`src/rtl/lmq_pkg.sv`:
```
package lmq_pkg;

   // word field widths
   localparam int DATA_W  = 64;
   localparam int LEN_W   = 8;
   localparam int COUNT_W = 4;
   localparam int STAT_W  = 2;
   localparam int MSG_W   = 4;
   localparam int CAP_W   = 6;
   localparam int CSR_W   = 6;
   localparam int BYTES   = DATA_W / 8;

   // result status codes
   localparam logic [STAT_W-1:0] ST_OK    = 2'd0;
   localparam logic [STAT_W-1:0] ST_EMPTY = 2'd1;
   localparam logic [STAT_W-1:0] ST_FULL  = 2'd2;

   // request kinds
   localparam logic ACT_SEND = 1'b0;
   localparam logic ACT_RECV = 1'b1;

   // register indexes
   localparam logic CSR_MESSAGE_BYTES = 1'b0;
   localparam logic CSR_CAPACITY      = 1'b1;

   // register reset values
   localparam logic [MSG_W-1:0] MESSAGE_BYTES_RESET = 4'd8;
   localparam int               CAPACITY_RESET      = 32;

   // controller to datapath
   typedef struct packed {
      logic clear;    // zero one slot of the payload store
      logic accept;   // take the request word, start memory reads
      logic commit;   // update queue state, load the response word
   } lmq_cmd_type;

   // datapath to controller
   typedef struct packed {
      logic clear_last;   // clearing sweep on its final slot
   } lmq_sts_type;

   // low n bytes set
   function automatic logic [DATA_W-1:0] byte_mask(input logic [COUNT_W-1:0] n);
      logic [DATA_W-1:0] m;
      m = '0;
      for (int b = 0; b < BYTES; b++) begin
         m[8*b +: 8] = (COUNT_W'(b) < n) ? 8'hFF : 8'h00;
      end
      return m;
   endfunction

endpackage

```
`src/rtl/linked_message_queue_unit.sv`:
```
// Linked message mailbox: SLOTS message slots of up to SLOT_BYTES bytes, queued
// as a linked FIFO with unused slots on a LIFO free list. A request word either
// sends (tuser 0) or receives (tuser 1); each request yields exactly one response
// word with a status, the clamped byte count and, for a receive, the payload.
// A request is handled in an accept step, which reads the link table and the
// payload store at the free top or queue head, then a commit step, which
// updates the lists and loads the response register, waiting while that
// register is still full. After reset the payload store is zeroed one slot per
// cycle, with req_tready held low until the sweep ends; register writes are taken
// at any time, and writing capacity empties the queue and rebuilds the free list.
module linked_message_queue_unit
   import lmq_pkg::*;
#(
   parameter int SLOTS      = 32,
   parameter int SLOT_BYTES = 8
) (
   input  logic              clock,
   input  logic              reset,
   input  logic              req_tvalid,
   output logic              req_tready,
   input  logic [71:0]       req_tdata,   // payload_in[63:0], request_length[71:64]
   input  logic [0:0]        req_tuser,   // action[0]
   output logic              rsp_tvalid,
   input  logic              rsp_tready,
   output logic [71:0]       rsp_tdata,   // byte_count[3:0], payload_out[67:4], zero
   output logic [1:0]        rsp_tuser,   // status[1:0]
   input  logic              csr_valid,
   output logic              csr_ready,
   input  logic              csr_index,
   input  logic [CSR_W-1:0]  csr_data
);

   lmq_cmd_type        cmd;
   lmq_sts_type        sts;
   logic [STAT_W-1:0]  rsp_status;
   logic [COUNT_W-1:0] rsp_count;
   logic [DATA_W-1:0]  rsp_payload;

   // register writes are always taken
   assign csr_ready = 1'b1;

   lmq_ctrl u_ctrl (
      .clock      (clock),
      .reset      (reset),
      .req_tvalid (req_tvalid),
      .req_tready (req_tready),
      .rsp_tvalid (rsp_tvalid),
      .rsp_tready (rsp_tready),
      .sts        (sts),
      .cmd        (cmd)
   );

   lmq_datapath #(
      .SLOTS      (SLOTS),
      .SLOT_BYTES (SLOT_BYTES)
   ) u_datapath (
      .clock       (clock),
      .reset       (reset),
      .cmd         (cmd),
      .sts         (sts),
      .req_action  (req_tuser[0]),
      .req_payload (req_tdata[63:0]),
      .req_length  (req_tdata[71:64]),
      .csr_write   (csr_valid),
      .csr_index   (csr_index),
      .csr_data    (csr_data),
      .rsp_status  (rsp_status),
      .rsp_count   (rsp_count),
      .rsp_payload (rsp_payload)
   );

   assign rsp_tdata = {4'b0000, rsp_payload, rsp_count};
   assign rsp_tuser = rsp_status;

endmodule

```
`src/rtl/lmq_ram.sv`:
```
module lmq_ram #(
   parameter int WIDTH = 8,
   parameter int DEPTH = 32
) (
   input  logic                                   clock,
   input  logic                                   we,
   input  logic [(DEPTH > 1 ? $clog2(DEPTH) : 1)-1:0] waddr,
   input  logic [WIDTH-1:0]                       wdata,
   input  logic                                   re,
   input  logic [(DEPTH > 1 ? $clog2(DEPTH) : 1)-1:0] raddr,
   output logic [WIDTH-1:0]                       rdata
);

   logic [WIDTH-1:0] mem [DEPTH];
   logic [WIDTH-1:0] rdata_ff;

   // one write port, one registered read port
   always_ff @(posedge clock) begin
      if (we) begin
         mem[waddr] <= wdata;
      end
      if (re) begin
         rdata_ff <= mem[raddr];
      end
   end

   assign rdata = rdata_ff;

endmodule

```
`src/rtl/lmq_ctrl.sv`:
```
module lmq_ctrl
   import lmq_pkg::*;
(
   input  logic        clock,
   input  logic        reset,
   input  logic        req_tvalid,
   output logic        req_tready,
   output logic        rsp_tvalid,
   input  logic        rsp_tready,
   input  lmq_sts_type sts,
   output lmq_cmd_type cmd
);

   localparam logic [1:0] S_CLEAR = 2'd0;
   localparam logic [1:0] S_IDLE  = 2'd1;
   localparam logic [1:0] S_EXEC  = 2'd2;

   logic [1:0] state_ff, state_in;
   logic       rsp_valid_ff, rsp_valid_in;

   // sequencing: clear sweep, then accept / update per request
   always_comb begin
      cmd      = '0;
      state_in = state_ff;
      case (state_ff)
         S_CLEAR: begin
            cmd.clear = 1'b1;
            if (sts.clear_last) begin
               state_in = S_IDLE;
            end
         end
         S_IDLE: begin
            if (req_tvalid) begin
               cmd.accept = 1'b1;
               state_in   = S_EXEC;
            end
         end
         S_EXEC: begin
            // wait for the response register to free up
            if (!rsp_valid_ff || rsp_tready) begin
               cmd.commit = 1'b1;
               state_in   = S_IDLE;
            end
         end
         default: begin
            state_in = S_IDLE;
         end
      endcase
   end

   // response word valid
   always_comb begin
      if (cmd.commit) begin
         rsp_valid_in = 1'b1;
      end else if (rsp_tready) begin
         rsp_valid_in = 1'b0;
      end else begin
         rsp_valid_in = rsp_valid_ff;
      end
   end

   always_ff @(posedge clock) begin
      if (reset) begin
         state_ff     <= S_CLEAR;
         rsp_valid_ff <= 1'b0;
      end else begin
         state_ff     <= state_in;
         rsp_valid_ff <= rsp_valid_in;
      end
   end

   assign req_tready = (state_ff == S_IDLE);
   assign rsp_tvalid = rsp_valid_ff;

endmodule

```
`src/rtl/lmq_datapath.sv`:
```
module lmq_datapath
   import lmq_pkg::*;
#(
   parameter int SLOTS      = 32,
   parameter int SLOT_BYTES = 8
) (
   input  logic              clock,
   input  logic              reset,
   input  lmq_cmd_type       cmd,
   output lmq_sts_type       sts,
   input  logic              req_action,
   input  logic [DATA_W-1:0] req_payload,
   input  logic [LEN_W-1:0]  req_length,
   input  logic              csr_write,
   input  logic              csr_index,
   input  logic [CSR_W-1:0]  csr_data,
   output logic [STAT_W-1:0] rsp_status,
   output logic [COUNT_W-1:0] rsp_count,
   output logic [DATA_W-1:0] rsp_payload
);

   localparam int IW      = (SLOTS > 1) ? $clog2(SLOTS) : 1;
   localparam int CNTW    = $clog2(SLOTS + 1);
   localparam int RESET_N = (CAPACITY_RESET > SLOTS) ? SLOTS : CAPACITY_RESET;

   // configuration and queue state
   logic [MSG_W-1:0] msg_bytes_ff, msg_bytes_in;
   logic [IW-1:0]    head_ff, head_in;
   logic [IW-1:0]    tail_ff, tail_in;
   logic [IW-1:0]    free_top_ff, free_top_in;
   logic             free_valid_ff, free_valid_in;
   logic [CNTW-1:0]  count_ff, count_in;
   // slots below this mark still hold the rebuilt downward chain
   logic [CNTW-1:0]  fresh_ff, fresh_in;
   logic [IW-1:0]    clr_addr_ff, clr_addr_in;

   // request held over the memory read
   logic              action_ff;
   logic [DATA_W-1:0] data_ff;
   logic [COUNT_W-1:0] n_ff;
   logic [IW-1:0]     slot_ff;

   // response word
   logic [STAT_W-1:0]  status_ff, status_in;
   logic [COUNT_W-1:0] bcount_ff, bcount_in;
   logic [DATA_W-1:0]  payload_ff, payload_in;

   // memories
   logic              link_we;
   logic [IW-1:0]     link_waddr;
   logic [IW:0]       link_wdata;
   logic [IW:0]       link_rdata;
   logic              slot_we;
   logic [IW-1:0]     slot_waddr;
   logic [DATA_W-1:0] slot_wdata;
   logic [DATA_W-1:0] slot_rdata;
   logic [IW-1:0]     rd_addr;

   // misc
   logic [MSG_W-1:0]   size;
   logic [COUNT_W-1:0] n_req;
   logic [CNTW-1:0]    cap_n;
   logic               fresh;
   logic               next_valid;
   logic [IW-1:0]      next_idx;
   logic [DATA_W-1:0]  mask;

   // clamp the length to the slot size
   always_comb begin
      size  = (msg_bytes_ff > MSG_W'(SLOT_BYTES)) ? MSG_W'(SLOT_BYTES) : msg_bytes_ff;
      n_req = (req_length > LEN_W'(size)) ? COUNT_W'(size) : req_length[COUNT_W-1:0];
   end

   // send reads the free top, receive the head
   assign rd_addr = (req_action == ACT_RECV) ? head_ff : free_top_ff;

   // saturate a written capacity
   assign cap_n = (32'(csr_data) > 32'(SLOTS)) ? CNTW'(SLOTS) : CNTW'(csr_data);

   // successor of the popped free slot
   always_comb begin
      fresh = (CNTW'(slot_ff) < fresh_ff);
      if (fresh) begin
         next_valid = (slot_ff != '0);
         next_idx   = slot_ff - IW'(1);
      end else begin
         next_valid = link_rdata[IW];
         next_idx   = link_rdata[IW-1:0];
      end
      mask = byte_mask(n_ff);
   end

   // queue update and memory writes
   always_comb begin
      msg_bytes_in  = msg_bytes_ff;
      head_in       = head_ff;
      tail_in       = tail_ff;
      free_top_in   = free_top_ff;
      free_valid_in = free_valid_ff;
      count_in      = count_ff;
      fresh_in      = fresh_ff;
      clr_addr_in   = clr_addr_ff;
      status_in     = status_ff;
      bcount_in     = bcount_ff;
      payload_in    = payload_ff;
      link_we       = 1'b0;
      link_waddr    = tail_ff;
      link_wdata    = {1'b1, slot_ff};
      slot_we       = 1'b0;
      slot_waddr    = slot_ff;
      slot_wdata    = (slot_rdata & ~mask) | (data_ff & mask);

      // zero the payload store after reset
      if (cmd.clear) begin
         slot_we     = 1'b1;
         slot_waddr  = clr_addr_ff;
         slot_wdata  = '0;
         clr_addr_in = clr_addr_ff + IW'(1);
      end

      if (cmd.commit) begin
         status_in  = ST_OK;
         bcount_in  = n_ff;
         payload_in = '0;
         if (action_ff == ACT_SEND) begin
            if (!free_valid_ff) begin
               status_in = ST_FULL;
               bcount_in = '0;
            end else begin
               free_top_in   = next_idx;
               free_valid_in = next_valid;
               if (fresh) begin
                  fresh_in = CNTW'(slot_ff);
               end
               slot_we = 1'b1;
               // append behind the current tail
               if (count_ff != '0) begin
                  link_we = 1'b1;
               end else begin
                  head_in = slot_ff;
               end
               tail_in  = slot_ff;
               count_in = count_ff + CNTW'(1);
            end
         end else begin
            if (count_ff == '0) begin
               status_in = ST_EMPTY;
               bcount_in = '0;
            end else begin
               head_in       = link_rdata[IW-1:0];
               count_in      = count_ff - CNTW'(1);
               payload_in    = slot_rdata & mask;
               // push the slot back on the free list
               link_we       = 1'b1;
               link_waddr    = slot_ff;
               link_wdata    = {free_valid_ff, free_top_ff};
               free_top_in   = slot_ff;
               free_valid_in = 1'b1;
            end
         end
      end

      // register writes
      if (csr_write) begin
         if (csr_index == CSR_MESSAGE_BYTES) begin
            msg_bytes_in = csr_data[MSG_W-1:0];
         end else begin
            free_valid_in = (cap_n != '0);
            free_top_in   = IW'(cap_n - CNTW'(1));
            fresh_in      = cap_n;
            head_in       = '0;
            tail_in       = '0;
            count_in      = '0;
         end
      end
   end

   always_ff @(posedge clock) begin
      if (reset) begin
         msg_bytes_ff  <= MESSAGE_BYTES_RESET;
         head_ff       <= '0;
         tail_ff       <= '0;
         free_top_ff   <= IW'(RESET_N - 1);
         free_valid_ff <= 1'b1;
         count_ff      <= '0;
         fresh_ff      <= CNTW'(RESET_N);
         clr_addr_ff   <= '0;
      end else begin
         msg_bytes_ff  <= msg_bytes_in;
         head_ff       <= head_in;
         tail_ff       <= tail_in;
         free_top_ff   <= free_top_in;
         free_valid_ff <= free_valid_in;
         count_ff      <= count_in;
         fresh_ff      <= fresh_in;
         clr_addr_ff   <= clr_addr_in;
      end
   end

   // payload registers
   always_ff @(posedge clock) begin
      if (cmd.accept) begin
         action_ff <= req_action;
         data_ff   <= req_payload;
         n_ff      <= n_req;
         slot_ff   <= rd_addr;
      end
      status_ff  <= status_in;
      bcount_ff  <= bcount_in;
      payload_ff <= payload_in;
   end

   lmq_ram #(
      .WIDTH (IW + 1),
      .DEPTH (SLOTS)
   ) u_link_ram (
      .clock (clock),
      .we    (link_we),
      .waddr (link_waddr),
      .wdata (link_wdata),
      .re    (cmd.accept),
      .raddr (rd_addr),
      .rdata (link_rdata)
   );

   lmq_ram #(
      .WIDTH (DATA_W),
      .DEPTH (SLOTS)
   ) u_slot_ram (
      .clock (clock),
      .we    (slot_we),
      .waddr (slot_waddr),
      .wdata (slot_wdata),
      .re    (cmd.accept),
      .raddr (rd_addr),
      .rdata (slot_rdata)
   );

   assign sts.clear_last = (clr_addr_ff == IW'(SLOTS - 1));
   assign rsp_status     = status_ff;
   assign rsp_count      = bcount_ff;
   assign rsp_payload    = payload_ff;

endmodule
```
`config.mk`:
```
export PLATFORM = sky130hd
export DESIGN_NAME = linked_message_queue_unit
export DESIGN_NICKNAME = d
export VERILOG_FILES = /design/src/rtl/lmq_pkg.sv /design/src/rtl/linked_message_queue_unit.sv /design/src/rtl/lmq_ram.sv /design/src/rtl/lmq_ctrl.sv /design/src/rtl/lmq_datapath.sv
export SDC_FILE = /design/constraint.sdc
export NUM_CORES = 2
export LEC_CHECK = 0
export ABC_AREA = 1
export BUFFER_PORTS_ARGS = -buffer_cell sky130_fd_sc_hd__buf_4
export CAP_MARGIN = 20
export CORE_MARGIN = 4
export CORE_UTILIZATION = 45
export CTS_BUF_LIST = sky130_fd_sc_hd__clkbuf_2 sky130_fd_sc_hd__clkbuf_4 sky130_fd_sc_hd__clkbuf_8
export DETAILED_ROUTE_END_ITERATION = 6
export PLACE_DENSITY = 0.75
export SYNTH_ARGS = -nofsm -noshare
export SYNTH_HDL_FRONTEND = slang
export SYNTH_SLANG_ARGS = --single-unit
```
`constraint.sdc`:
```
create_clock -name clock -period 4.6 [get_ports clock]
set_input_delay 0.23 -clock clock [delete_from_list [all_inputs] [get_ports clock]]
set_output_delay 0.23 -clock clock [all_outputs]
set_load 0.1 [all_outputs]
```
==> metrics.txt <==
die height 485 um; GRT Total Usage 24.2%; Antenna Violating Nets Remaining 0; Max Buffers Root-to-Sink 4; TritonCTS clock tree done; Setup Buffers After CTS 0; Final Hold Violating Endpoints 0; Clock Power Share 39.2%; clk sinks 2494; register area share after synthesis 72.9%; Final HPWL DP 150 mm; max cap viols 0; Psw 10.9 mW; # DRC 1; initial antenna violation count 6; cell-internal power 35.7 mW; slew of the pin with the lowest slew margin 1.16 ns; 1st-iter DRT viols 10900; PostCTS Resize Cnt 0; crit path cell chain inv_1 > ha_1 > nand4_1 > nand3_4 > inv_2 > nand2_1 > nand2_1 > inv_1 > nand3_1 > nor2_1; pin count of the biggest net entering global routing 139; number of synthesized flops with an enable pin 2454; Overflow after GRT 0; Crit-path slowest cell nor2_1; area of the core 225000 um^2; area leader, netlist edfxtp_1; Hold Path Class in -> reg; Worst setup EP type flop; worst min-delay path startpoint reset; fin crit share 78.2%; worst path arrival time 4.24 ns; Cell Rows 174; crit-path max cell delay 0.61 ns; vias in the first global route 69300; combinational power share 7.3%; Reg power frac 53.5%; Num CTS Buffers 400; Min Hold Slack 0.129 ns; Post-synth top flop edfxtp_1; Max Clk Rate 278 MHz; io pins 162; ranking of synthesized cells by area edfxtp_1 (72%), nand3_1 (11%), nand2_1 (8.3%); buffers added on ports 156; Initial Util 45.4%; dpl cells 11500; DR vias/cell 5.80; critical path startpoint u_datapath.count_ff[0]; Die ar. 235000 um^2; Synth Register Bits 2494; worst path required time 5.24 ns; maximum VDD drop 373 uV; insertion delay of the later-clocked pin in the worst-skew pair 1.13 ns; # hold bufs at CTS 159; mapped cell area 102000 um^2; Clock Skew 0.127 ns; Tmin final 3.60 ns; clock slew at reported path FFs 0.06 ns; relative slew slack 22.6%; unrepaired setup endpoints after global routing false; Post-synth ARST share 0%; layout cells sized above 1 11.9%; status finished, violations left; Commonest cells post-synth edfxtp_1 (2454), nand3_1 (2283), nand2_1 (2256), inv_1 (564), buf_2 (334); yosys warns 0; count leader, synth edfxtp_1; worst setup path category reg -> reg; reg-to-reg critical path startpoint u_datapath.count_ff[0]; via count 71700; Root Buffer clkbuf_8; Final Power 46.6 mW; violated checks DRC; DR WL/cell 23.7 um; Final Non-Filler Cells 12400; Syn Area/Cell 11.8 um^2; Critical Path Fanout Max 22; CTS H-tree lvls 5; first-pass GRT wire length 431 mm; total wire length 293 mm; fin. max-slew vios 0; pwr dens 399 nW/um^2; # setup viols final 0; Sw Share 23.4%; Leak Pwr 43.5 nW; final RePlAce weighted congestion 0.886; startpoint types flop; first-pass iteration count of the detailed router 7; Layout area overhead 14.3%; die width 485 um; Nets 9184; Yosys cell types 38; top cell type's share of synthesized area 72.1%; cell count after synthesis 8679
[state kept, by name, indices dropped and copies added (netlist names)]
register / flops
u_datapath.fresh_ff: 6
u_datapath.data_ff: 64
u_datapath.free_top_ff: 5
u_datapath.n_ff: 4
u_datapath.head_ff: 5
u_datapath.msg_bytes_ff: 4
u_datapath.u_slot_ram.rdata: 64
u_datapath.u_slot_ram.mem: 2048
u_datapath.rsp_status: 2
u_datapath.u_link_ram.rdata: 6
u_datapath.rsp_payload: 64
u_datapath.free_valid_ff: 1
u_datapath.clr_addr_ff: 5
u_datapath.action_ff: 1
u_datapath.tail_ff: 5
u_ctrl.state_ff: 2
u_datapath.slot_ff: 5
u_datapath.rsp_count: 4
u_datapath.u_link_ram.mem: 192
u_datapath.count_ff: 6
u_ctrl.rsp_tvalid: 1
[cell type report]
cell class                 count  area, um^2
sequential                  2494       74500
multi-input combinational   5068       23500
clock buffer                 517        6440
antenna                        5        12.5
timing repair buffer         547        5450
fill                       18300      108000
clock inverter               163        1040
inverter                     573        2180
tap                         2992        3740
[cells by family (layout without fill, tap and decap cells)]
group / after synthesis / count (layout) / synth area share [%]
adders and majority gates: 15 / 15 / 0.184
and+or+nand+nor: 4839 / 4839 / 21.0
AOI/OAI and AO/OA: 202 / 202 / 1.08
DFF: 2494 / 2494 / 72.9
buffers and inverters: 1120 / 1800 / 4.79
other: 2 / 10 / 0.00735
xor gates and xnor gates: 7 / 7 / 0.0600
[cell usage in the layout (no fill, tap or decap), types with 23 or more instances in the layout]
master / netlist / final
clkinv_1: 0 / 97
buf_12: 0 / 71
nand3_1: 2283 / 2283
dfxtp_1: 40 / 40
inv_1: 564 / 561
nor2_1: 148 / 114
nand3b_1: 59 / 59
a21oi_1: 80 / 48
dlygate4sd3_1: 0 / 159
nor2_4: 0 / 34
buf_4: 57 / 309
edfxtp_1: 2454 / 2454
a211oi_2: 0 / 23
o21ai_0: 80 / 74
nor3_1: 61 / 61
clkbuf_4: 0 / 108
nand2_1: 2256 / 2254
a21oi_2: 0 / 31
clkbuf_8: 0 / 409
clkinv_2: 0 / 45
[routing by layer]
| metal | part of all wire (%) | routed length, um | global-route usage, % | vias to the layer above |
|---|---|---|---|---|
| met5 | 0 | 0 | 0 | - |
| met4 | 4.0 | 11600 | 10.0 | 0 |
| met3 | 13 | 39500 | 5.69 | 811 |
| met2 | 46 | 136000 | 38.2 | 5299 |
| met1 | 36 | 106000 | 32.3 | 34400 |
| li1 | - | - | - | 31200 |
[power groups by stage]
stage	combinational [mW]	sequential, mW	clock (mW)
finish	3.40	24.9	18.3
CTS	3.32	24.9	18.4
global route	3.65	24.9	19.5
detailed placement	3.20	25.4	0
floorplan	2.14	25.4	0
global placement	3.12	25.4	0
[worst paths after layout]
check / slack (ns) / cells after the start / endpoint
worst min-delay path: 0.13 / 3 / u_datapath.clr_addr_ff[0]
worst max register to register: 1.00 / 10 / u_datapath.u_link_ram.mem[1][5]
worst min register to register: 0.52 / 4 / u_datapath.head_ff[1]
worst max-delay path: 1.00 / 10 / u_datapath.u_link_ram.mem[1][5]
[critical path: cells and delay by family, from the launching register on]
family,cells,cell delay (ns)
simple gates,6,2.28
flops,1,0.33
buf+inv,3,0.44
fa+ha+maj,1,0.17
[stage by stage]
stage | setup slack (ns) | setup TNS, ns | utilization (%) | instance area [um^2]
2_1_floorplan | -0.287 | -561.34 | - | 102000
3_3_place_gp | 1.14 | 0 | 47.8 | 108000
3_5_place_dp | 1.11 | 0 | 47.8 | 108000
4_1_cts | 1.10 | 0 | 51.8 | 117000
5_1_grt | 0.867 | 0 | 51.9 | 117000
6_report | 1.00 | 0 | 51.9 | 117000
Power figures use the tool's default switching activity.
